### src/rtl/tfcp_pkg.sv
// Package for the typed frame checksum parser.
// Holds widths, register indexes, reset values, status codes and shared structs.
// No dependencies; every other rtl file imports it.
`default_nettype none

package tfcp_pkg;

  localparam int BYTE_W      = 8;
  localparam int COUNT_BITS  = 16;
  localparam int OUT_COUNT_W = 16;
  localparam int STATUS_W    = 2;
  localparam int CFG_IDX_W   = 4;

  // Configuration register indexes
  typedef enum logic [CFG_IDX_W-1:0] {
    REG_TYPE_QUERY    = 4'd0,
    REG_TYPE_RESPONSE = 4'd1,
    REG_TYPE_WAKEUP   = 4'd2,
    REG_SUB_WAKEUP    = 4'd3,
    REG_SUB_INIT      = 4'd4,
    REG_SUB_SUBGROUP  = 4'd5,
    REG_SUB_TABLE     = 4'd6,
    REG_MIN_SIZE      = 4'd7
  } tfcp_reg_t;

  // Reset values of the configuration registers
  localparam logic [BYTE_W-1:0] RST_TYPE_QUERY    = 8'd114;
  localparam logic [BYTE_W-1:0] RST_TYPE_RESPONSE = 8'd2;
  localparam logic [BYTE_W-1:0] RST_TYPE_WAKEUP   = 8'd254;
  localparam logic [BYTE_W-1:0] RST_SUB_WAKEUP    = 8'd255;
  localparam logic [BYTE_W-1:0] RST_SUB_INIT      = 8'd0;
  localparam logic [BYTE_W-1:0] RST_SUB_SUBGROUP  = 8'd114;
  localparam logic [BYTE_W-1:0] RST_SUB_TABLE     = 8'd113;
  localparam logic [BYTE_W-1:0] RST_MIN_SIZE      = 8'd4;

  // Frame status codes
  localparam logic [STATUS_W-1:0] ST_NONE    = 2'd0;
  localparam logic [STATUS_W-1:0] ST_OK      = 2'd1;
  localparam logic [STATUS_W-1:0] ST_BAD_SUM = 2'd2;

  typedef struct packed {
    logic [BYTE_W-1:0] type_query;
    logic [BYTE_W-1:0] type_response;
    logic [BYTE_W-1:0] type_wakeup;
    logic [BYTE_W-1:0] sub_wakeup;
    logic [BYTE_W-1:0] sub_init;
    logic [BYTE_W-1:0] sub_subgroup;
    logic [BYTE_W-1:0] sub_table;
    logic [BYTE_W-1:0] min_size;
  } tfcp_cfg_t;

  typedef struct packed {
    logic [STATUS_W-1:0]    frame_status;
    logic [BYTE_W-1:0]      frame_type;
    logic [BYTE_W-1:0]      frame_subtype;
    logic [BYTE_W-1:0]      frame_size;
    logic                   payload_valid;
    logic [BYTE_W-1:0]      payload_byte;
    logic [BYTE_W-1:0]      payload_index;
    logic [OUT_COUNT_W-1:0] good_frames;
    logic [OUT_COUNT_W-1:0] bad_frames;
  } tfcp_result_t;

endpackage

`default_nettype wire

### src/rtl/tfcp_if.sv
// Channel interfaces of the typed frame checksum parser: byte input,
// result output and configuration write. Depends on tfcp_pkg.
`default_nettype none

interface tfcp_in_if
  import tfcp_pkg::*;
();
  logic              valid;
  logic              ready;
  logic [BYTE_W-1:0] rx_byte;

  modport source (output valid, output rx_byte, input ready);
  modport sink   (input valid, input rx_byte, output ready);
endinterface

interface tfcp_out_if
  import tfcp_pkg::*;
();
  logic                   valid;
  logic                   ready;
  logic [STATUS_W-1:0]    frame_status;
  logic [BYTE_W-1:0]      frame_type;
  logic [BYTE_W-1:0]      frame_subtype;
  logic [BYTE_W-1:0]      frame_size;
  logic                   payload_valid;
  logic [BYTE_W-1:0]      payload_byte;
  logic [BYTE_W-1:0]      payload_index;
  logic [OUT_COUNT_W-1:0] good_frames;
  logic [OUT_COUNT_W-1:0] bad_frames;

  modport source (output valid, output frame_status, output frame_type,
                  output frame_subtype, output frame_size, output payload_valid,
                  output payload_byte, output payload_index, output good_frames,
                  output bad_frames, input ready);
  modport sink   (input valid, input frame_status, input frame_type,
                  input frame_subtype, input frame_size, input payload_valid,
                  input payload_byte, input payload_index, input good_frames,
                  input bad_frames, output ready);
endinterface

interface tfcp_cfg_if
  import tfcp_pkg::*;
();
  logic                 valid;
  logic                 ready;
  logic [CFG_IDX_W-1:0] index;
  logic [BYTE_W-1:0]    data;

  modport source (output valid, output index, output data, input ready);
  modport sink   (input valid, input index, input data, output ready);
endinterface

`default_nettype wire

### src/rtl/tfcp_cfg_regs.sv
// Configuration register file of the typed frame checksum parser.
// Decodes register writes by index; depends on tfcp_pkg.
`default_nettype none

module tfcp_cfg_regs
  import tfcp_pkg::*;
(
  input  wire logic                 clk,
  input  wire logic                 rst_n,
  input  wire logic                 wr_en,
  input  wire logic [CFG_IDX_W-1:0] wr_index,
  input  wire logic [BYTE_W-1:0]    wr_data,
  output tfcp_cfg_t                 cfg
);

  tfcp_cfg_t cfg_r;
  tfcp_cfg_t cfg_nxt;

  // Decode the write; indexes past the last register are dropped
  always_comb begin
    cfg_nxt = cfg_r;
    if (wr_en) begin
      case (tfcp_reg_t'(wr_index))
        REG_TYPE_QUERY:    cfg_nxt.type_query    = wr_data;
        REG_TYPE_RESPONSE: cfg_nxt.type_response = wr_data;
        REG_TYPE_WAKEUP:   cfg_nxt.type_wakeup   = wr_data;
        REG_SUB_WAKEUP:    cfg_nxt.sub_wakeup    = wr_data;
        REG_SUB_INIT:      cfg_nxt.sub_init      = wr_data;
        REG_SUB_SUBGROUP:  cfg_nxt.sub_subgroup  = wr_data;
        REG_SUB_TABLE:     cfg_nxt.sub_table     = wr_data;
        REG_MIN_SIZE:      cfg_nxt.min_size      = wr_data;
        default:           cfg_nxt = cfg_r;
      endcase
    end
  end

  always_ff @(posedge clk) begin
    if (!rst_n) begin
      cfg_r.type_query    <= RST_TYPE_QUERY;
      cfg_r.type_response <= RST_TYPE_RESPONSE;
      cfg_r.type_wakeup   <= RST_TYPE_WAKEUP;
      cfg_r.sub_wakeup    <= RST_SUB_WAKEUP;
      cfg_r.sub_init      <= RST_SUB_INIT;
      cfg_r.sub_subgroup  <= RST_SUB_SUBGROUP;
      cfg_r.sub_table     <= RST_SUB_TABLE;
      cfg_r.min_size      <= RST_MIN_SIZE;
    end else begin
      cfg_r <= cfg_nxt;
    end
  end

  assign cfg = cfg_r;

endmodule

`default_nettype wire

### src/rtl/tfcp_parser.sv
// Frame parser state machine: type, size, subtype, payload, checksum.
// Advances one byte per step and forms the result; depends on tfcp_pkg.
`default_nettype none

module tfcp_parser
  import tfcp_pkg::*;
(
  input  wire logic              clk,
  input  wire logic              rst_n,
  input  wire logic              step,
  input  wire logic [BYTE_W-1:0] rx_byte,
  input  wire tfcp_cfg_t         cfg,
  output tfcp_result_t           res
);

  typedef enum logic [2:0] {
    PH_TYPE = 3'd0,
    PH_SIZE = 3'd1,
    PH_SUB  = 3'd2,
    PH_DATA = 3'd3,
    PH_CSUM = 3'd4
  } phase_t;

  phase_t                phase_r,    phase_nxt;
  logic [BYTE_W-1:0]     type_r,     type_nxt;
  logic [BYTE_W-1:0]     sub_r,      sub_nxt;
  logic [BYTE_W-1:0]     size_r,     size_nxt;
  logic [BYTE_W-1:0]     plen_r,     plen_nxt;
  logic [BYTE_W-1:0]     pseen_r,    pseen_nxt;
  logic [BYTE_W-1:0]     sum_r,      sum_nxt;
  logic [COUNT_BITS-1:0] good_r,     good_nxt;
  logic [COUNT_BITS-1:0] bad_r,      bad_nxt;

  logic type_ok;
  logic sub_ok;
  logic sum_ok;

  // Match the byte against the configured codes
  assign type_ok = (rx_byte == cfg.type_query) || (rx_byte == cfg.type_response) ||
                   (rx_byte == cfg.type_wakeup);
  assign sub_ok  = (rx_byte == cfg.sub_wakeup) || (rx_byte == cfg.sub_init) ||
                   (rx_byte == cfg.sub_subgroup) || (rx_byte == cfg.sub_table);
  assign sum_ok  = (BYTE_W'(~sum_r + 8'd1) == rx_byte);

  // Next state and result for the current byte
  always_comb begin
    phase_nxt = phase_r;
    type_nxt  = type_r;
    sub_nxt   = sub_r;
    size_nxt  = size_r;
    plen_nxt  = plen_r;
    pseen_nxt = pseen_r;
    sum_nxt   = sum_r;
    good_nxt  = good_r;
    bad_nxt   = bad_r;

    res.frame_status  = ST_NONE;
    res.payload_valid = 1'b0;
    res.payload_byte  = '0;
    res.payload_index = '0;

    case (phase_r)
      PH_SIZE: begin
        // Hold in this phase until a legal size byte arrives
        if (rx_byte >= cfg.min_size) begin
          size_nxt  = rx_byte;
          plen_nxt  = rx_byte - cfg.min_size;
          sum_nxt   = sum_r + rx_byte;
          phase_nxt = PH_SUB;
        end
      end
      PH_SUB: begin
        if (sub_ok) begin
          sub_nxt   = rx_byte;
          sum_nxt   = sum_r + rx_byte;
          pseen_nxt = '0;
          phase_nxt = (plen_r != '0) ? PH_DATA : PH_CSUM;
        end else begin
          bad_nxt   = bad_r + COUNT_BITS'(1);
          phase_nxt = PH_TYPE;
        end
      end
      PH_DATA: begin
        // Stream the payload byte out with its position
        res.payload_valid = 1'b1;
        res.payload_byte  = rx_byte;
        res.payload_index = pseen_r;
        pseen_nxt         = pseen_r + 8'd1;
        sum_nxt           = sum_r + rx_byte;
        if (pseen_nxt == plen_r) begin
          phase_nxt = PH_CSUM;
        end
      end
      PH_CSUM: begin
        if (sum_ok) begin
          good_nxt         = good_r + COUNT_BITS'(1);
          res.frame_status = ST_OK;
        end else begin
          bad_nxt          = bad_r + COUNT_BITS'(1);
          res.frame_status = ST_BAD_SUM;
        end
        phase_nxt = PH_TYPE;
      end
      default: begin
        // Waiting for a type byte; skip anything that does not match
        if (type_ok) begin
          type_nxt  = rx_byte;
          plen_nxt  = '0;
          sum_nxt   = rx_byte;
          phase_nxt = PH_SIZE;
        end else begin
          phase_nxt = PH_TYPE;
        end
      end
    endcase

    res.frame_type    = type_nxt;
    res.frame_subtype = sub_nxt;
    res.frame_size    = size_nxt;
    res.good_frames   = OUT_COUNT_W'(good_nxt);
    res.bad_frames    = OUT_COUNT_W'(bad_nxt);
  end

  // Hold parser state; advance only on a step
  always_ff @(posedge clk) begin
    if (!rst_n) begin
      phase_r <= PH_TYPE;
      type_r  <= '0;
      sub_r   <= '0;
      size_r  <= '0;
      plen_r  <= '0;
      pseen_r <= '0;
      sum_r   <= '0;
      good_r  <= '0;
      bad_r   <= '0;
    end else if (step) begin
      phase_r <= phase_nxt;
      type_r  <= type_nxt;
      sub_r   <= sub_nxt;
      size_r  <= size_nxt;
      plen_r  <= plen_nxt;
      pseen_r <= pseen_nxt;
      sum_r   <= sum_nxt;
      good_r  <= good_nxt;
      bad_r   <= bad_nxt;
    end
  end

endmodule

`default_nettype wire

### src/rtl/typed_frame_checksum_parser.sv
// Typed frame checksum parser.
//
// in_bus carries one received byte per transaction (valid/ready). Each byte
// gives exactly one transaction on out_bus: the frame status (no end, ok or
// bad checksum), the held type, subtype and size bytes, the payload byte with
// its index when the byte was payload, and the good and bad frame counters.
// Payload is streamed, never buffered.
//
// cfg_bus writes the eight code and size registers by index; it is always
// ready. Write it only while no byte is in flight.
//
// A byte passes through the input register, then the parser state machine and
// its byte adder feeding the result register. Throughput is one byte per
// cycle while out_bus does not stall.
//
// A stall on out_bus holds the result register; the input register still
// takes a byte if it is empty, then in_bus.ready stays low until the result
// is taken.
// Synchronous reset clears the pipeline, the parser state and the counters,
// and restores the register reset values.
// Depends on tfcp_pkg, tfcp_if, tfcp_cfg_regs and tfcp_parser.
`default_nettype none

module typed_frame_checksum_parser
  import tfcp_pkg::*;
(
  input  wire logic   clk,
  input  wire logic   rst_n,
  tfcp_in_if.sink     in_bus,
  tfcp_out_if.source  out_bus,
  tfcp_cfg_if.sink    cfg_bus
);

  tfcp_cfg_t         cfg;
  tfcp_result_t      res;
  tfcp_result_t      res_r;
  logic              in_v_r,  in_v_nxt;
  logic [BYTE_W-1:0] byte_r;
  logic              out_v_r, out_v_nxt;
  logic              adv;
  logic              in_take;
  logic              step;

  assign cfg_bus.ready = 1'b1;

  tfcp_cfg_regs u_cfg_regs (
    .clk      (clk),
    .rst_n    (rst_n),
    .wr_en    (cfg_bus.valid),
    .wr_index (cfg_bus.index),
    .wr_data  (cfg_bus.data),
    .cfg      (cfg)
  );

  // Pipeline handshake
  assign adv          = !out_v_r || out_bus.ready;
  assign in_bus.ready = !in_v_r || adv;
  assign in_take      = in_bus.valid && in_bus.ready;
  assign step         = in_v_r && adv;

  always_comb begin
    in_v_nxt = in_v_r;
    if (in_take) begin
      in_v_nxt = 1'b1;
    end else if (adv) begin
      in_v_nxt = 1'b0;
    end
    out_v_nxt = adv ? in_v_r : out_v_r;
  end

  tfcp_parser u_parser (
    .clk     (clk),
    .rst_n   (rst_n),
    .step    (step),
    .rx_byte (byte_r),
    .cfg     (cfg),
    .res     (res)
  );

  // Control valids
  always_ff @(posedge clk) begin
    if (!rst_n) begin
      in_v_r  <= 1'b0;
      out_v_r <= 1'b0;
    end else begin
      in_v_r  <= in_v_nxt;
      out_v_r <= out_v_nxt;
    end
  end

  // Payload registers: load on acceptance or step, hold otherwise
  always_ff @(posedge clk) begin
    if (in_take) begin
      byte_r <= in_bus.rx_byte;
    end
    if (step) begin
      res_r <= res;
    end
  end

  assign out_bus.valid         = out_v_r;
  assign out_bus.frame_status  = res_r.frame_status;
  assign out_bus.frame_type    = res_r.frame_type;
  assign out_bus.frame_subtype = res_r.frame_subtype;
  assign out_bus.frame_size    = res_r.frame_size;
  assign out_bus.payload_valid = res_r.payload_valid;
  assign out_bus.payload_byte  = res_r.payload_byte;
  assign out_bus.payload_index = res_r.payload_index;
  assign out_bus.good_frames   = res_r.good_frames;
  assign out_bus.bad_frames    = res_r.bad_frames;

endmodule

`default_nettype wire

### src/flat_wrapper.sv
// flat-port wrapper written by rule: the top's interface ports become plain ports
module typed_frame_checksum_parser_flat import tfcp_pkg::*;
  (clk, rst_n, in_bus_valid, in_bus_rx_byte, in_bus_ready, out_bus_valid, out_bus_frame_status, out_bus_frame_type, out_bus_frame_subtype, out_bus_frame_size, out_bus_payload_valid, out_bus_payload_byte, out_bus_payload_index, out_bus_good_frames, out_bus_bad_frames, out_bus_ready, cfg_bus_valid, cfg_bus_index, cfg_bus_data, cfg_bus_ready);
  tfcp_in_if in_bus_i ();
  tfcp_out_if out_bus_i ();
  tfcp_cfg_if cfg_bus_i ();
  input  wire logic clk;
  input  wire logic rst_n;
  input wire logic [$bits(in_bus_i.valid)-1:0] in_bus_valid;
  input wire logic [$bits(in_bus_i.rx_byte)-1:0] in_bus_rx_byte;
  output wire logic [$bits(in_bus_i.ready)-1:0] in_bus_ready;
  output wire logic [$bits(out_bus_i.valid)-1:0] out_bus_valid;
  output wire logic [$bits(out_bus_i.frame_status)-1:0] out_bus_frame_status;
  output wire logic [$bits(out_bus_i.frame_type)-1:0] out_bus_frame_type;
  output wire logic [$bits(out_bus_i.frame_subtype)-1:0] out_bus_frame_subtype;
  output wire logic [$bits(out_bus_i.frame_size)-1:0] out_bus_frame_size;
  output wire logic [$bits(out_bus_i.payload_valid)-1:0] out_bus_payload_valid;
  output wire logic [$bits(out_bus_i.payload_byte)-1:0] out_bus_payload_byte;
  output wire logic [$bits(out_bus_i.payload_index)-1:0] out_bus_payload_index;
  output wire logic [$bits(out_bus_i.good_frames)-1:0] out_bus_good_frames;
  output wire logic [$bits(out_bus_i.bad_frames)-1:0] out_bus_bad_frames;
  input wire logic [$bits(out_bus_i.ready)-1:0] out_bus_ready;
  input wire logic [$bits(cfg_bus_i.valid)-1:0] cfg_bus_valid;
  input wire logic [$bits(cfg_bus_i.index)-1:0] cfg_bus_index;
  input wire logic [$bits(cfg_bus_i.data)-1:0] cfg_bus_data;
  output wire logic [$bits(cfg_bus_i.ready)-1:0] cfg_bus_ready;
  assign in_bus_i.valid = in_bus_valid;
  assign in_bus_i.rx_byte = in_bus_rx_byte;
  assign in_bus_ready = in_bus_i.ready;
  assign out_bus_valid = out_bus_i.valid;
  assign out_bus_frame_status = out_bus_i.frame_status;
  assign out_bus_frame_type = out_bus_i.frame_type;
  assign out_bus_frame_subtype = out_bus_i.frame_subtype;
  assign out_bus_frame_size = out_bus_i.frame_size;
  assign out_bus_payload_valid = out_bus_i.payload_valid;
  assign out_bus_payload_byte = out_bus_i.payload_byte;
  assign out_bus_payload_index = out_bus_i.payload_index;
  assign out_bus_good_frames = out_bus_i.good_frames;
  assign out_bus_bad_frames = out_bus_i.bad_frames;
  assign out_bus_i.ready = out_bus_ready;
  assign cfg_bus_i.valid = cfg_bus_valid;
  assign cfg_bus_i.index = cfg_bus_index;
  assign cfg_bus_i.data = cfg_bus_data;
  assign cfg_bus_ready = cfg_bus_i.ready;
  typed_frame_checksum_parser u_core (.clk(clk), .rst_n(rst_n), .in_bus(in_bus_i), .out_bus(out_bus_i), .cfg_bus(cfg_bus_i));
endmodule
### config.mk
export PLATFORM = sky130hd
export DESIGN_NAME = typed_frame_checksum_parser_flat
export DESIGN_NICKNAME = d
export VERILOG_FILES = /design/src/rtl/tfcp_pkg.sv /design/src/rtl/tfcp_if.sv /design/src/rtl/tfcp_cfg_regs.sv /design/src/rtl/tfcp_parser.sv /design/src/rtl/typed_frame_checksum_parser.sv /design/src/flat_wrapper.sv
export SDC_FILE = /design/constraint.sdc
export NUM_CORES = 1
export LEC_CHECK = 0
export BUFFER_PORTS_ARGS = -buffer_cell sky130_fd_sc_hd__buf_2
export CAP_MARGIN = 0
export CELL_PAD_IN_SITES_DETAIL_PLACEMENT = 1
export CELL_PAD_IN_SITES_GLOBAL_PLACEMENT = 2
export CORE_MARGIN = 3
export CORE_UTILIZATION = 40
export CTS_BUF_LIST = sky130_fd_sc_hd__clkbuf_8
export CTS_CLUSTER_SIZE = 10
export DETAILED_ROUTE_END_ITERATION = 7
export GPL_ROUTABILITY_DRIVEN = 0
export PLACE_DENSITY = 0.79
export SLEW_MARGIN = 10
export SYNTH_ARGS = -nofsm -noshare
export SYNTH_HDL_FRONTEND = slang
export SYNTH_SLANG_ARGS = --single-unit
### constraint.sdc
create_clock -name clk -period 4.1 [get_ports clk]
set_input_delay 0 -clock clk [delete_from_list [all_inputs] [get_ports clk]]
set_output_delay 0 -clock clk [all_outputs]
set_load 0.1 [all_outputs]
* Word-level counts from Yosys, hierarchy flattened
Cells that the tools add are included.
** Storage, ports and cells
- Register bits after elaboration :: 232
- Input port bits :: 25
- Output and inout bits :: 78
- Logic and storage cells :: 123
** Cells by class
- Add/subtract/negate cells :: 6
- Magnitude comparators :: 1
- Equality and inequality tests :: 23
- Mux-type cells :: 30
- Bitwise gates (word level) :: 3
- Reductions and logical operators :: 31
** Operator list (count)
- $mux W8 :: 12
- $eq A8 B8 Y1 :: 9
- $mux W16 :: 4
- $add A16 B1 Y16 const B :: 2
- $pmux W16 S2 :: 1
- $pmux W8 S2 :: 2
- $pmux W8 S4 :: 1
- $mux W17 :: 1
- $add A8 B1 Y8 const B :: 2
- $eq A4 B3 Y1 const B :: 4
- $reduce_and A2 Y1 :: 8
- $mux W3 :: 4
- $pmux W3 S4 :: 1
- $add A8 B8 Y8 :: 1
- $eq A4 B2 Y1 const B :: 2
- $ge A8 B8 Y1 :: 1
- $not A8 Y8 :: 1
- $reduce_bool A8 Y1 :: 1
- $sub A8 B8 Y8 :: 1
- $logic_or A1 B1 Y1 :: 7
- $eq A3 B2 Y1 const B :: 2
- $ne A2 B2 Y1 const B :: 3
- $reduce_and A3 Y1 :: 2
- $reduce_bool A2 Y1 :: 3
- 14 further kinds :: 19

* Longest topological paths before layout
Gate-level depths: netlist of the first run.
- Depth after elaboration :: 6
- Gate-level depth with buffers :: 13
- Mapped depth without buffers :: 11

* Hierarchy
Synthesis of the first run repeated with hierarchy kept, for this count alone.
** Unflattened totals
- Cell total of the unflattened synthesis :: 1116
- Area total of the unflattened synthesis :: 11442.2 µm²
** Modules (own cells, without submodules)
- tfcp_parser :: times used 1, cells each 779, area an instance 6327.3 µm², sequential area each 1661.6 µm²
- typed_frame_checksum_parser :: times used 1, cells each 94, area an instance 2607.5 µm², sequential area each 2532.4 µm²
- tfcp_cfg_regs :: times used 1, cells each 243, area an instance 2507.4 µm², sequential area each 1281.2 µm²

* Least setup slack after synthesis of the first run
OpenSTA, ideal clock, no wires.
- Kind :: register -> register
- Start :: reg u_core.out_v_r (netlist: u_core.out_bus.valid)
- End :: reg u_core.res_r (netlist bit u_core.out_bus.bad_frames[0]), enable pin
- Library setup time :: 0.469 ns
- Data arrival time :: 3.469 ns
- Required time :: 3.631 ns
- Path slack :: 0.162 ns
- Stages on the path, launching flop included :: 5
- Path buffers :: 1
- Period minus slack after synthesis :: 3.938 ns
- Path through :: dfxtp_1 nor2b_1 nand2b_1 inv_1 clkbuf_1
** Between the ends
- Word-level cells in the longest chain between the ends :: 3
** RTL lines
- start, declared :: line typed_frame_checksum_parser.sv:39 : logic out_v_r, out_v_nxt;
- start signal, assigned :: line typed_frame_checksum_parser.sv:87 : out_v_r <= out_v_nxt;
- $logic_not A1 Y1 :: line typed_frame_checksum_parser.sv:56 : assign adv = !out_v_r || out_bus.ready;
- $logic_or A1 B1 Y1 :: line typed_frame_checksum_parser.sv:56
- $logic_and A1 B1 Y1 :: line typed_frame_checksum_parser.sv:59 : assign step = in_v_r && adv;
- via u_core.step :: line typed_frame_checksum_parser.sv:42 : logic step;
- end signal, assigned :: line typed_frame_checksum_parser.sv:97 : res_r <= res;
- end, declared :: line typed_frame_checksum_parser.sv:36 : tfcp_result_t res_r;
The timed path passes the listed nets, and every way through them passes these cells.
A chain may end at the register's enable or synchronous reset.

* Final worst setup path of the first run
- Start :: reg u_core.u_parser.sum_r[1]
- End :: reg u_core.u_parser.good_r[13]
** Between the ends
- Word-level cells in the longest chain between the ends :: 5
** RTL lines
- start, declared :: line tfcp_parser.sv:30 : logic [BYTE_W-1:0] sum_r, sum_nxt;
- start signal, assigned :: line tfcp_parser.sv:143 : sum_r <= sum_nxt;
- $not A8 Y8 :: line tfcp_parser.sv:43 : assign sum_ok = (BYTE_W'(~sum_r + 8'd1) == rx_byte);
- $add A8 B1 Y8 :: line tfcp_parser.sv:43
- $eq A8 B8 Y1 :: line tfcp_parser.sv:43
- $mux W16 :: line tfcp_parser.sv:95 : if (sum_ok) begin
- $mux W16 :: line tfcp_parser.sv:62 : case (phase_r)
- end signal, assigned :: line tfcp_parser.sv:144 : good_r <= good_nxt;
- end, declared :: line tfcp_parser.sv:31 : logic [COUNT_BITS-1:0] good_r, good_nxt;
No other way between the ends.

==> flow_metrics.tcl, run 1 <==
set metrics [dict create \
    hold_path_startpoint "cfg_bus_index[0]" \
    syn_nets 1182 \
    seqPwrFrac 0.476 \
    path_buf_inv 2 \
    yosys_register_bits 232 \
    ios 103 \
    final_max_slew_viol_count 0 \
    coreArea_sq_um 27300 \
    grt_max_degree 70 \
    p_sw_mw 1.53 \
    slew_headroom 0.284 \
    synthTopCellsByArea "dfxtp_1 (26%), edfxtp_1 (22%), mux2i_1 (6.2%)" \
    rows 60 \
    crit_family "compound AO/OA/AOI/OAI gates" \
    drt.antenna.violating_nets 0 \
    rr_endpoint "u_core.u_parser.good_r[13]$_SDFFE_PN0P_" \
    clk_latency_ns 0.55 \
    fin_area_sq_um 13100 \
    worstSetupPathType "reg2reg" \
    die_height_um 174 \
    grt_setup_unrepaired "false" \
    path_max_fanout 17 \
    power_mw 5.26 \
    fp.dieW_um 174 \
    arrival_ns 3.69 \
    post-route-drc-count 0 \
    dpl.hpwl_mm 20.4 \
    setup.reg_to_reg.worst_slack_ns 0.82 \
    tns_ns 0 \
    grt_pass1_wl_mm 49.2 \
    track_usage 0.200 \
    period_share 0.800 \
    via_count 8573 \
    cts_tree "yes" \
    drtPass1Iterations 4 \
    power_density_nw_per_um2 402 \
    drtIter0Drc 436 \
    synth_top_area_frac 0.265 \
    avgSynthCellArea_sq_um 9.92 \
    period_minus_slack_ns 3.28 \
    end_kind "flip-flop" \
    avgRoutedWirePerCell_um 18.4 \
    slowest_stage "or3b_1" \
    cpPeakStageDelay_ns 0.40 \
    p_int_mw 3.72 \
    die_area_sq_um 30200 \
    place_area_sq_um 12100 \
    post_cts_buffers 0 \
    reg2reg_from "u_core.u_parser.sum_r[1]$_SDFFE_PN0P_" \
    synth_warnings 0 \
    hold_buffers 19 \
    drive_gt1_frac 0.173 \
    max_freq_ghz 0.305 \
    overflow 0 \
    portBuffers 101 \
    required_ns 4.51 \
    outcome "finished, final reports clean" \
    start_util 0.412 \
    syn-cell-area_sq_um 11300 \
    rr_worst_depth 10 \
    async_reset_ff_frac 0 \
    synth_enable_flop_cells 83 \
    holdCritPathClass "in2reg" \
    synthFlopType "dfxtp_1" \
    syn2layout_area_growth_pct 16.0 \
    totalWireLength_mm 30.4 \
    peakVddDrop_uv 225 \
    clock_skew_ns 0.0406 \
    min_path_cells 5 \
    path_clk_slew_ns 0.07 \
    synth_top_cell_by_area "dfxtp_1" \
    yosysSeqAreaShare 0.486 \
    leakage_nw 5.33 \
    cap_violations 0 \
    grt_pass1_vias 8848 \
    root_buffer "clkbuf_8" \
    antenna_found_initial 0 \
    crit_chain "inv_1 > ha_1 > or3b_1 > xnor2_1 > a221oi_1 > o2111ai_2 > buf_4 > nor3_2 > a21oi_1 > o21a_1" \
    hold_end "u_core.u_cfg_regs.cfg[37]$_SDFFE_PN1P_" \
    nNetsFinal 1292 \
    netlist_instances 1136 \
    ctsHtreeMaxLevel 2 \
    synth_cell_types 63 \
    p_sw_frac 0.292 \
    n_antenna_cell 0 \
    cts.sinks 232 \
    startpoint_type "flip-flop" \
    ctsResizeCount 0 \
    hold_viol 0 \
    cts_buffers 42 \
    setup_violations 0 \
    p_comb_frac 0.137 \
    pwr-share-clk 0.387 \
    tightest_slew_ns 1.07 \
    via_per_inst 5.19 \
    cts_buffer_depth 3 \
]
==> flip-flops by register name, summed over array words and instances, names as in the netlist <==
register	cells
u_core.u_parser.type_r	8
u_core.in_v_r	1
u_core.out_bus.payload_index	8
u_core.u_cfg_regs.cfg	64
u_core.byte_r	8
u_core.out_bus.payload_byte	8
u_core.out_bus.frame_type	8
u_core.out_bus.frame_size	8
u_core.u_parser.plen_r	8
u_core.u_parser.sum_r	8
u_core.u_parser.size_r	8
u_core.u_parser.good_r	16
u_core.out_bus.payload_valid	1
u_core.out_bus.frame_subtype	8
u_core.u_parser.phase_r	3
u_core.out_bus.bad_frames	16
u_core.u_parser.bad_r	16
u_core.out_bus.good_frames	16
u_core.u_parser.pseen_r	8
u_core.u_parser.sub_r	8
u_core.out_bus.frame_status	2
u_core.out_bus.valid	1
==> metal layers <==
metal,routed length [um],vias to the layer above,share of wire,track usage
met5,0,-,0,0
met4,529,0,0.017,0.0456
met3,1060,42,0.035,0.0322
met2,13600,149,0.45,0.323
met1,15200,4168,0.50,0.282
li1,-,4214,-,-
==> area by class of cell <==
cell class	instances	area (sq um)
Clock inverter	28	116
Clock buffer	49	674
Sequential cell	232	5480
Inverter	29	113
Timing Repair Buffer	141	853
Fill cell	3115	14300
Multi-Input combinational cell	800	5370
Tap cell	372	465
==> cell families after synthesis <==
| family | share of synthesized area |
|---|---|
| and+or+nand+nor | 0.186 |
| DFF | 0.486 |
| AOI/OAI and AO/OA | 0.0842 |
| xor gates and xnor gates | 0.0953 |
| buffers and inverters | 0.0376 |
| muxes | 0.0862 |
| adders and majority gates | 0.0246 |
| other | 0.000333 |
==> cell usage after synthesis, types with 3 or more instances <==
master / instances
nor3_1: 32
a22oi_1: 5
edfxtp_1: 83
a32oi_1: 3
ha_1: 19
clkbuf_1: 54
nand4_1: 15
and3_1: 24
o31ai_1: 14
xnor2_1: 61
or4_1: 13
o21ai_0: 16
inv_1: 28
nor2_1: 136
o21bai_1: 4
o211ai_1: 4
nor4_1: 13
o211a_1: 9
and2_1: 6
a211oi_1: 6
mux2_2: 24
buf_2: 15
nor4b_1: 3
dfxtp_1: 149
nand3_1: 33
buf_1: 3
or3_1: 6
o21a_1: 10
nand3b_1: 4
a21oi_1: 51
xor2_1: 59
nor2b_1: 6
nand2_1: 91
o21ai_1: 3
nand2b_1: 14
or2_2: 5
nor3_2: 6
nor3b_1: 6
mux2i_1: 70
==> per-stage QoR <==
stage,hold WS [ns],setup slack [ns],utilization,std cells
finish,0.0436,0.822,0.478,1651
global route,0.0510,0.602,0.478,1651
CTS,0.00942,0.847,0.478,1651
detailed placement,0.179,0.917,0.442,1555
global placement,0.177,0.959,0.442,1555
floorplan,0.0989,0.162,-,1136
==> worst min-delay path, delay by kind of cell <==
| kind | cells | cell delay, ns |
|---|---|---|
| buffers and inverters | 1 | 0.14 |
| and+or+nand+nor | 4 | 0.38 |
==> cell usage in the layout (no fill, tap or decap), drive strengths merged, types with 3 or more instances in the layout <==
| cell | n |
|---|---|
| dfxtp | 149 |
| nor2 | 136 |
| buf | 122 |
| nand2 | 91 |
| edfxtp | 83 |
| mux2i | 70 |
| xnor2 | 61 |
| xor2 | 59 |
| inv | 52 |
| a21oi | 51 |
| clkbuf | 49 |
| nor3 | 38 |
| nand3 | 33 |
| and3 | 24 |
| mux2 | 24 |
| ha | 19 |
| dlygate4sd3 | 19 |
| o21ai | 19 |
| nor4 | 16 |
| nand4 | 15 |
| o31ai | 14 |
| nand2b | 14 |
| or4 | 14 |
| o21a | 10 |
| o211a | 9 |
| or3 | 6 |
| nor2b | 6 |
| and2 | 6 |
| nor3b | 6 |
| a211oi | 6 |
| or2 | 5 |
| a22oi | 5 |
| clkinv | 5 |
| nand3b | 4 |
| o21bai | 4 |
| o211ai | 4 |
| nor4b | 3 |
| a32oi | 3 |
==> power by group through the flow <==
| stage | clock network [mW] | logic [mW] | registers (mW) |
|---|---|---|---|
| after global placement | 0 | 0.698 | 2.55 |
| after floorplan | 0 | 0.314 | 2.79 |
| after CTS | 2.11 | 0.723 | 2.51 |
| final | 2.03 | 0.719 | 2.51 |
| after global routing | 2.22 | 0.772 | 2.51 |
| after detailed placement | 0 | 0.707 | 2.55 |
==> worst max path at each step <==
stage                                           from                                 endpoint  slack [ns]  cells after the start
2_1_floorplan      u_core.out_bus.valid$_SDFFE_PN0P_   u_core.out_bus.bad_frames[0]$_DFFE_PP_        0.16                      4
3_3_place_gp   u_core.u_parser.sum_r[1]$_SDFFE_PN0P_  u_core.u_parser.good_r[13]$_SDFFE_PN0P_        0.96                     10
3_5_place_dp   u_core.u_parser.sum_r[1]$_SDFFE_PN0P_  u_core.u_parser.good_r[13]$_SDFFE_PN0P_        0.92                     10
4_1_cts        u_core.u_parser.sum_r[1]$_SDFFE_PN0P_  u_core.u_parser.good_r[13]$_SDFFE_PN0P_        0.85                     10
5_1_grt        u_core.u_parser.sum_r[1]$_SDFFE_PN0P_  u_core.u_parser.good_r[13]$_SDFFE_PN0P_        0.60                     10
6_report       u_core.u_parser.sum_r[1]$_SDFFE_PN0P_  u_core.u_parser.good_r[13]$_SDFFE_PN0P_        0.82                     10
Power figures use the tool's default switching activity.
==> run 2: changes to the inputs <==
==> constraint.sdc (replaced) <==
create_clock -name clk -period 3.2 [get_ports clk]
set_input_delay 0 -clock clk [delete_from_list [all_inputs] [get_ports clk]]
set_output_delay 0 -clock clk [all_outputs]
set_load 0.1 [all_outputs]
==> flow_metrics.tcl, run 2 (same netlist as run 1, synthesis figures left out) <==
set metrics [dict create \
    leakage_nw 5.43 \
    grt_pass1_wl_mm 49.7 \
    portBuffers 101 \
    p_comb_frac 0.133 \
    p_int_mw 5.03 \
    place_area_sq_um 12200 \
    path_buf_inv 3 \
    via_per_inst 5.20 \
    seq_area_sq_um 5480 \
    crit_family "buffers and inverters" \
    coreArea_sq_um 27300 \
    path_max_fanout 26 \
    clk_latency_ns 0.55 \
    avgRoutedWirePerCell_um 18.3 \
    period_minus_slack_ns 2.86 \
    overflow 0 \
    seqPwrFrac 0.457 \
    nNetsFinal 1316 \
    final_common_cell "dfxtp_1" \
    die_height_um 174 \
    post_cts_buffers 0 \
    rows 60 \
    p_sw_frac 0.284 \
    utilization 0.488 \
    cts_buffer_depth 3 \
    peakVddDrop_uv 262 \
    crit_chain "inv_1 > ha_1 > or3b_1 > xnor2_1 > a221oi_1 > o2111ai_2 > buf_4 > inv_1 > nand4_1 > xnor2_1" \
    syn2layout_area_growth_pct 18.3 \
    worstSetupPathType "reg2reg" \
    holdCritPathClass "in2reg" \
    grt_pass1_vias 8914 \
    cts_buffers 42 \
    slew_headroom 0.302 \
    drive_gt1_frac 0.190 \
    drt.antenna.violating_nets 0 \
    drtPass1Iterations 5 \
    arrival_ns 3.14 \
    tightest_slew_ns 1.04 \
    setup.reg_to_reg.worst_slack_ns 0.34 \
    ctsHtreeMaxLevel 2 \
    track_usage 0.203 \
    clock_skew_ns 0.0239 \
    fp.dieW_um 174 \
    cap_violations 0 \
    antenna_found_initial 0 \
    end_kind "flip-flop" \
    final_cell_mix "dfxtp_1 (149), nor2_1 (136), buf_2 (101), nand2_1 (91), edfxtp_1 (83)" \
    multi_input_area_sq_um 5370 \
    fillers 3150 \
    period_share 0.893 \
    slowest_stage "or3b_1" \
    max_freq_ghz 0.350 \
    pwr-share-clk 0.410 \
    cpPeakStageDelay_ns 0.39 \
    startpoint_type "flip-flop" \
    tns_ns 0 \
    post-route-drc-count 0 \
    hold_viol 0 \
    grt_max_degree 65 \
    hold_buffers 23 \
    ctsResizeCount 0 \
    power_density_nw_per_um2 527 \
    start_util 0.412 \
    root_buffer "clkbuf_8" \
    cts.sinks 232 \
    drtIter0Drc 317 \
    die_area_sq_um 30200 \
    grt_setup_unrepaired "false" \
    fin_area_sq_um 13300 \
    required_ns 3.48 \
    final_max_slew_viol_count 0 \
    p_sw_mw 1.99 \
    cts_tree "yes" \
    n_antenna_cell 0 \
    path_clk_slew_ns 0.06 \
    outcome "finished, final reports clean" \
    dpl.hpwl_mm 21.4 \
    setup_violations 0 \
    largest_reg_flops 64 \
    ios 103 \
    via_count 8710 \
    totalWireLength_mm 30.6 \
]
-- run 2: cell types whose count changed in the layout (fill, tap and decap cells not counted) --
cell	before	now
dlygate4sd3_1	19	23
clkinvlp_4	0	1
clkinv_1	3	6
buf_4	21	41
clkinv_2	2	7
inv_6	2	0
bufinv_16	0	3
inv_1	49	38
-- run 2: metrics by stage --
step | power, mW | instances | hold WS (ns) | setup WS (ns)
floorplan | 3.97 | 1136 | 0.0989 | 0.377
global placement | 4.18 | 1575 | 0.179 | 0.421
detailed placement | 4.20 | 1575 | 0.179 | 0.310
CTS | 7.13 | 1674 | 0.00546 | 0.302
global route | 7.34 | 1674 | 0.0633 | 0.0712
finish | 7.02 | 1674 | 0.0384 | 0.342
-- run 2: cell type report --
type	count	share of cell area
Sequential cell	232	0.411
Multi-Input combinational cell	800	0.403
Timing Repair Buffer	165	0.0783
Clock buffer	49	0.0506
Tap cell	372	0.0349
Clock inverter	27	0.0144
Inverter	29	0.00844
-- run 2: routing by layer --
metal  vias up  GRT usage  share of wire
li1       4259          -              -
met1      4245      0.276           0.48
met2       167      0.341           0.47
met3        39     0.0322          0.037
met4         0     0.0483          0.018
met5         -          0              0
-- run 2: worst paths after layout --
kind | start | end | cells past startpoint
hold / removal | cfg_bus_index[1] | u_core.u_cfg_regs.cfg[37]$_SDFFE_PN1P_ | 5
setup / recovery | u_core.u_parser.sum_r[1]$_SDFFE_PN0P_ | u_core.out_bus.good_frames[6]$_DFFE_PP_ | 10
hold reg to reg | u_core.u_cfg_regs.cfg[36]$_SDFFE_PN1P_ | u_core.u_cfg_regs.cfg[36]$_SDFFE_PN1P_ | 2
setup reg to reg | u_core.u_parser.sum_r[1]$_SDFFE_PN0P_ | u_core.out_bus.good_frames[6]$_DFFE_PP_ | 10
-- run 2: power by group through the flow --
stage | clock [mW] | combinational [mW] | sequential (mW)
floorplan | 0 | 0.402 | 3.57
global placement | 0 | 0.913 | 3.27
detailed placement | 0 | 0.922 | 3.28
CTS | 2.98 | 0.944 | 3.21
global route | 3.11 | 1.01 | 3.22
finish | 2.88 | 0.935 | 3.21
-- run 2: tightest hold or removal path, delay by kind of cell --
kind / cells / cell delay, ns
buf+inv: 1 / 0.13
simple gates: 4 / 0.39
==> run 3: changes to the inputs <==
--- a/config.mk
+++ b/config.mk
@@ -9,6 +9,7 @@
 export CAP_MARGIN = 0
 export CELL_PAD_IN_SITES_DETAIL_PLACEMENT = 1
 export CELL_PAD_IN_SITES_GLOBAL_PLACEMENT = 2
+export CORE_ASPECT_RATIO = 1.5
 export CORE_MARGIN = 3
 export CORE_UTILIZATION = 40
 export CTS_BUF_LIST = sky130_fd_sc_hd__clkbuf_8
==> flow_metrics.tcl, run 3 (same netlist as run 1, synthesis figures left out) <==
set metrics [dict create \
    outcome "finished, final reports clean" \
    leakage_nw 5.37 \
    p_sw_frac 0.289 \
    worstSetupPathType "reg2reg" \
    period_minus_slack_ns 2.94 \
    p_comb_frac 0.140 \
    cts_tree "yes" \
    totalWireLength_mm 29.8 \
    fillers 3170 \
    startpoint_type "flip-flop" \
    tns_ns 0 \
    p_int_mw 4.74 \
    ctsHtreeMaxLevel 2 \
    clk_latency_ns 0.54 \
    setup.reg_to_reg.worst_slack_ns 0.26 \
    clock_skew_ns 0.0167 \
    pwr-share-clk 0.379 \
    final_cell_mix "dfxtp_1 (149), nor2_1 (136), buf_2 (101), nand2_1 (91), edfxtp_1 (83)" \
    cts.sinks 232 \
    drt.antenna.violating_nets 0 \
    grt_pass1_vias 8896 \
    period_share 0.918 \
    grt_setup_unrepaired "false" \
    required_ns 3.48 \
    cap_violations 0 \
    post-route-drc-count 0 \
    root_buffer "clkbuf_8" \
    seq_area_sq_um 5480 \
    coreArea_sq_um 27500 \
    rows 74 \
    slew_headroom 0.305 \
    power_density_nw_per_um2 507 \
    path_max_fanout 35 \
    dpl.hpwl_mm 20.7 \
    largest_reg_flops 64 \
    die_area_sq_um 30300 \
    setup_violations 0 \
    seqPwrFrac 0.481 \
    end_kind "flip-flop" \
    max_freq_ghz 0.340 \
    power_mw 6.66 \
    peakVddDrop_uv 337 \
    drtIter0Drc 260 \
    whs_ns 0.0245 \
    drtPass1Iterations 4 \
    drive_gt1_frac 0.184 \
    avgRoutedWirePerCell_um 18.3 \
    cts_buffers 38 \
    overflow 0 \
    final_common_cell "dfxtp_1" \
    antenna_found_initial 0 \
    via_per_inst 5.28 \
    syn2layout_area_growth_pct 16.6 \
    start_util 0.410 \
    holdCritPathClass "in2reg" \
    arrival_ns 3.22 \
    grt_pass1_wl_mm 47.6 \
    fin_area_sq_um 13100 \
    place_area_sq_um 12200 \
    final_max_slew_viol_count 0 \
    grt_max_degree 50 \
    tightest_slew_ns 1.04 \
    nNetsFinal 1305 \
    post_cts_buffers 0 \
    fp.dieW_um 143 \
    hold_viol 0 \
    n_antenna_cell 0 \
    track_usage 0.197 \
    cts_buffer_depth 3 \
    ios 103 \
    path_clk_slew_ns 0.06 \
    via_count 8596 \
    p_sw_mw 1.93 \
    die_height_um 212 \
    portBuffers 101 \
    multi_input_area_sq_um 5380 \
]
==> run 3: cell types whose count changed in the layout (fill, tap and decap cells not counted), sizes merged <==
cell         delta
inv             +4
clkinv          -8
dlygate4sd3     -2
buf             -5
clkbuf          -1
bufinv          -3
==> run 3: power groups by stage <==
stage | clock network, mW | logic [mW] | registers, mW
2_1_floorplan | 0 | 0.402 | 3.57
3_3_place_gp | 0 | 0.913 | 3.27
3_5_place_dp | 0 | 0.923 | 3.27
4_1_cts | 2.63 | 0.943 | 3.21
5_1_grt | 2.76 | 0.999 | 3.21
6_report | 2.53 | 0.934 | 3.20
==> run 3: metrics by stage <==
step / instances / setup WS, ns / utilization
2_1_floorplan: 1136 / 0.377 / -
3_3_place_gp: 1540 / 0.293 / 0.443
3_5_place_dp: 1540 / 0.214 / 0.443
4_1_cts: 1629 / 0.191 / 0.477
5_1_grt: 1629 / 0.0656 / 0.478
6_report: 1629 / 0.262 / 0.478
==> run 3: worst paths after layout <==
kind,to,from,cells after the start
hold reg to reg,u_core.u_cfg_regs.cfg[32]$_SDFFE_PN1P_,u_core.u_cfg_regs.cfg[32]$_SDFFE_PN1P_,2
setup / recovery,u_core.out_bus.bad_frames[4]$_DFFE_PP_,u_core.u_parser.sum_r[1]$_SDFFE_PN0P_,9
setup reg to reg,u_core.out_bus.bad_frames[4]$_DFFE_PP_,u_core.u_parser.sum_r[1]$_SDFFE_PN0P_,9
hold / removal,u_core.u_cfg_regs.cfg[32]$_SDFFE_PN1P_,cfg_bus_index[0],5
==> run 3: repair_timing <==
item	4_1_cts	5_1_grt
setup endpoints to repair	0	4
resized for setup	0	1
hold buffers	21	0
hold endpoints to repair	82	0
==> run 3: final cells by class <==
class,instances,share of cell area
flip-flops and latches,232,0.417
inverters,29,0.00857
multi-input cells,800,0.409
clock buffers,48,0.0503
repair buffers,158,0.0760
well taps,342,0.0326
clock inverters,20,0.00629
==> run 3: metal layers <==
metal / wire, um / GRT usage / vias up
met5: 0 / 0 / -
met4: 733 / 0.0544 / 0
met3: 894 / 0.0298 / 44
met2: 15900 / 0.369 / 116
met1: 12300 / 0.230 / 4215
li1: - / - / 4221
==> run 3: worst max-delay path, stage by stage, from the launching register on <==
cell and delay [ns]:
dfxtp_1 0.36, inv_1 0.12, ha_1 0.21, or3b_1 0.40, xnor2_1 0.14, a221oi_1 0.41
o211a_1 0.32, o22a_4 0.40, nor2_1 0.13, xor2_1 0.16
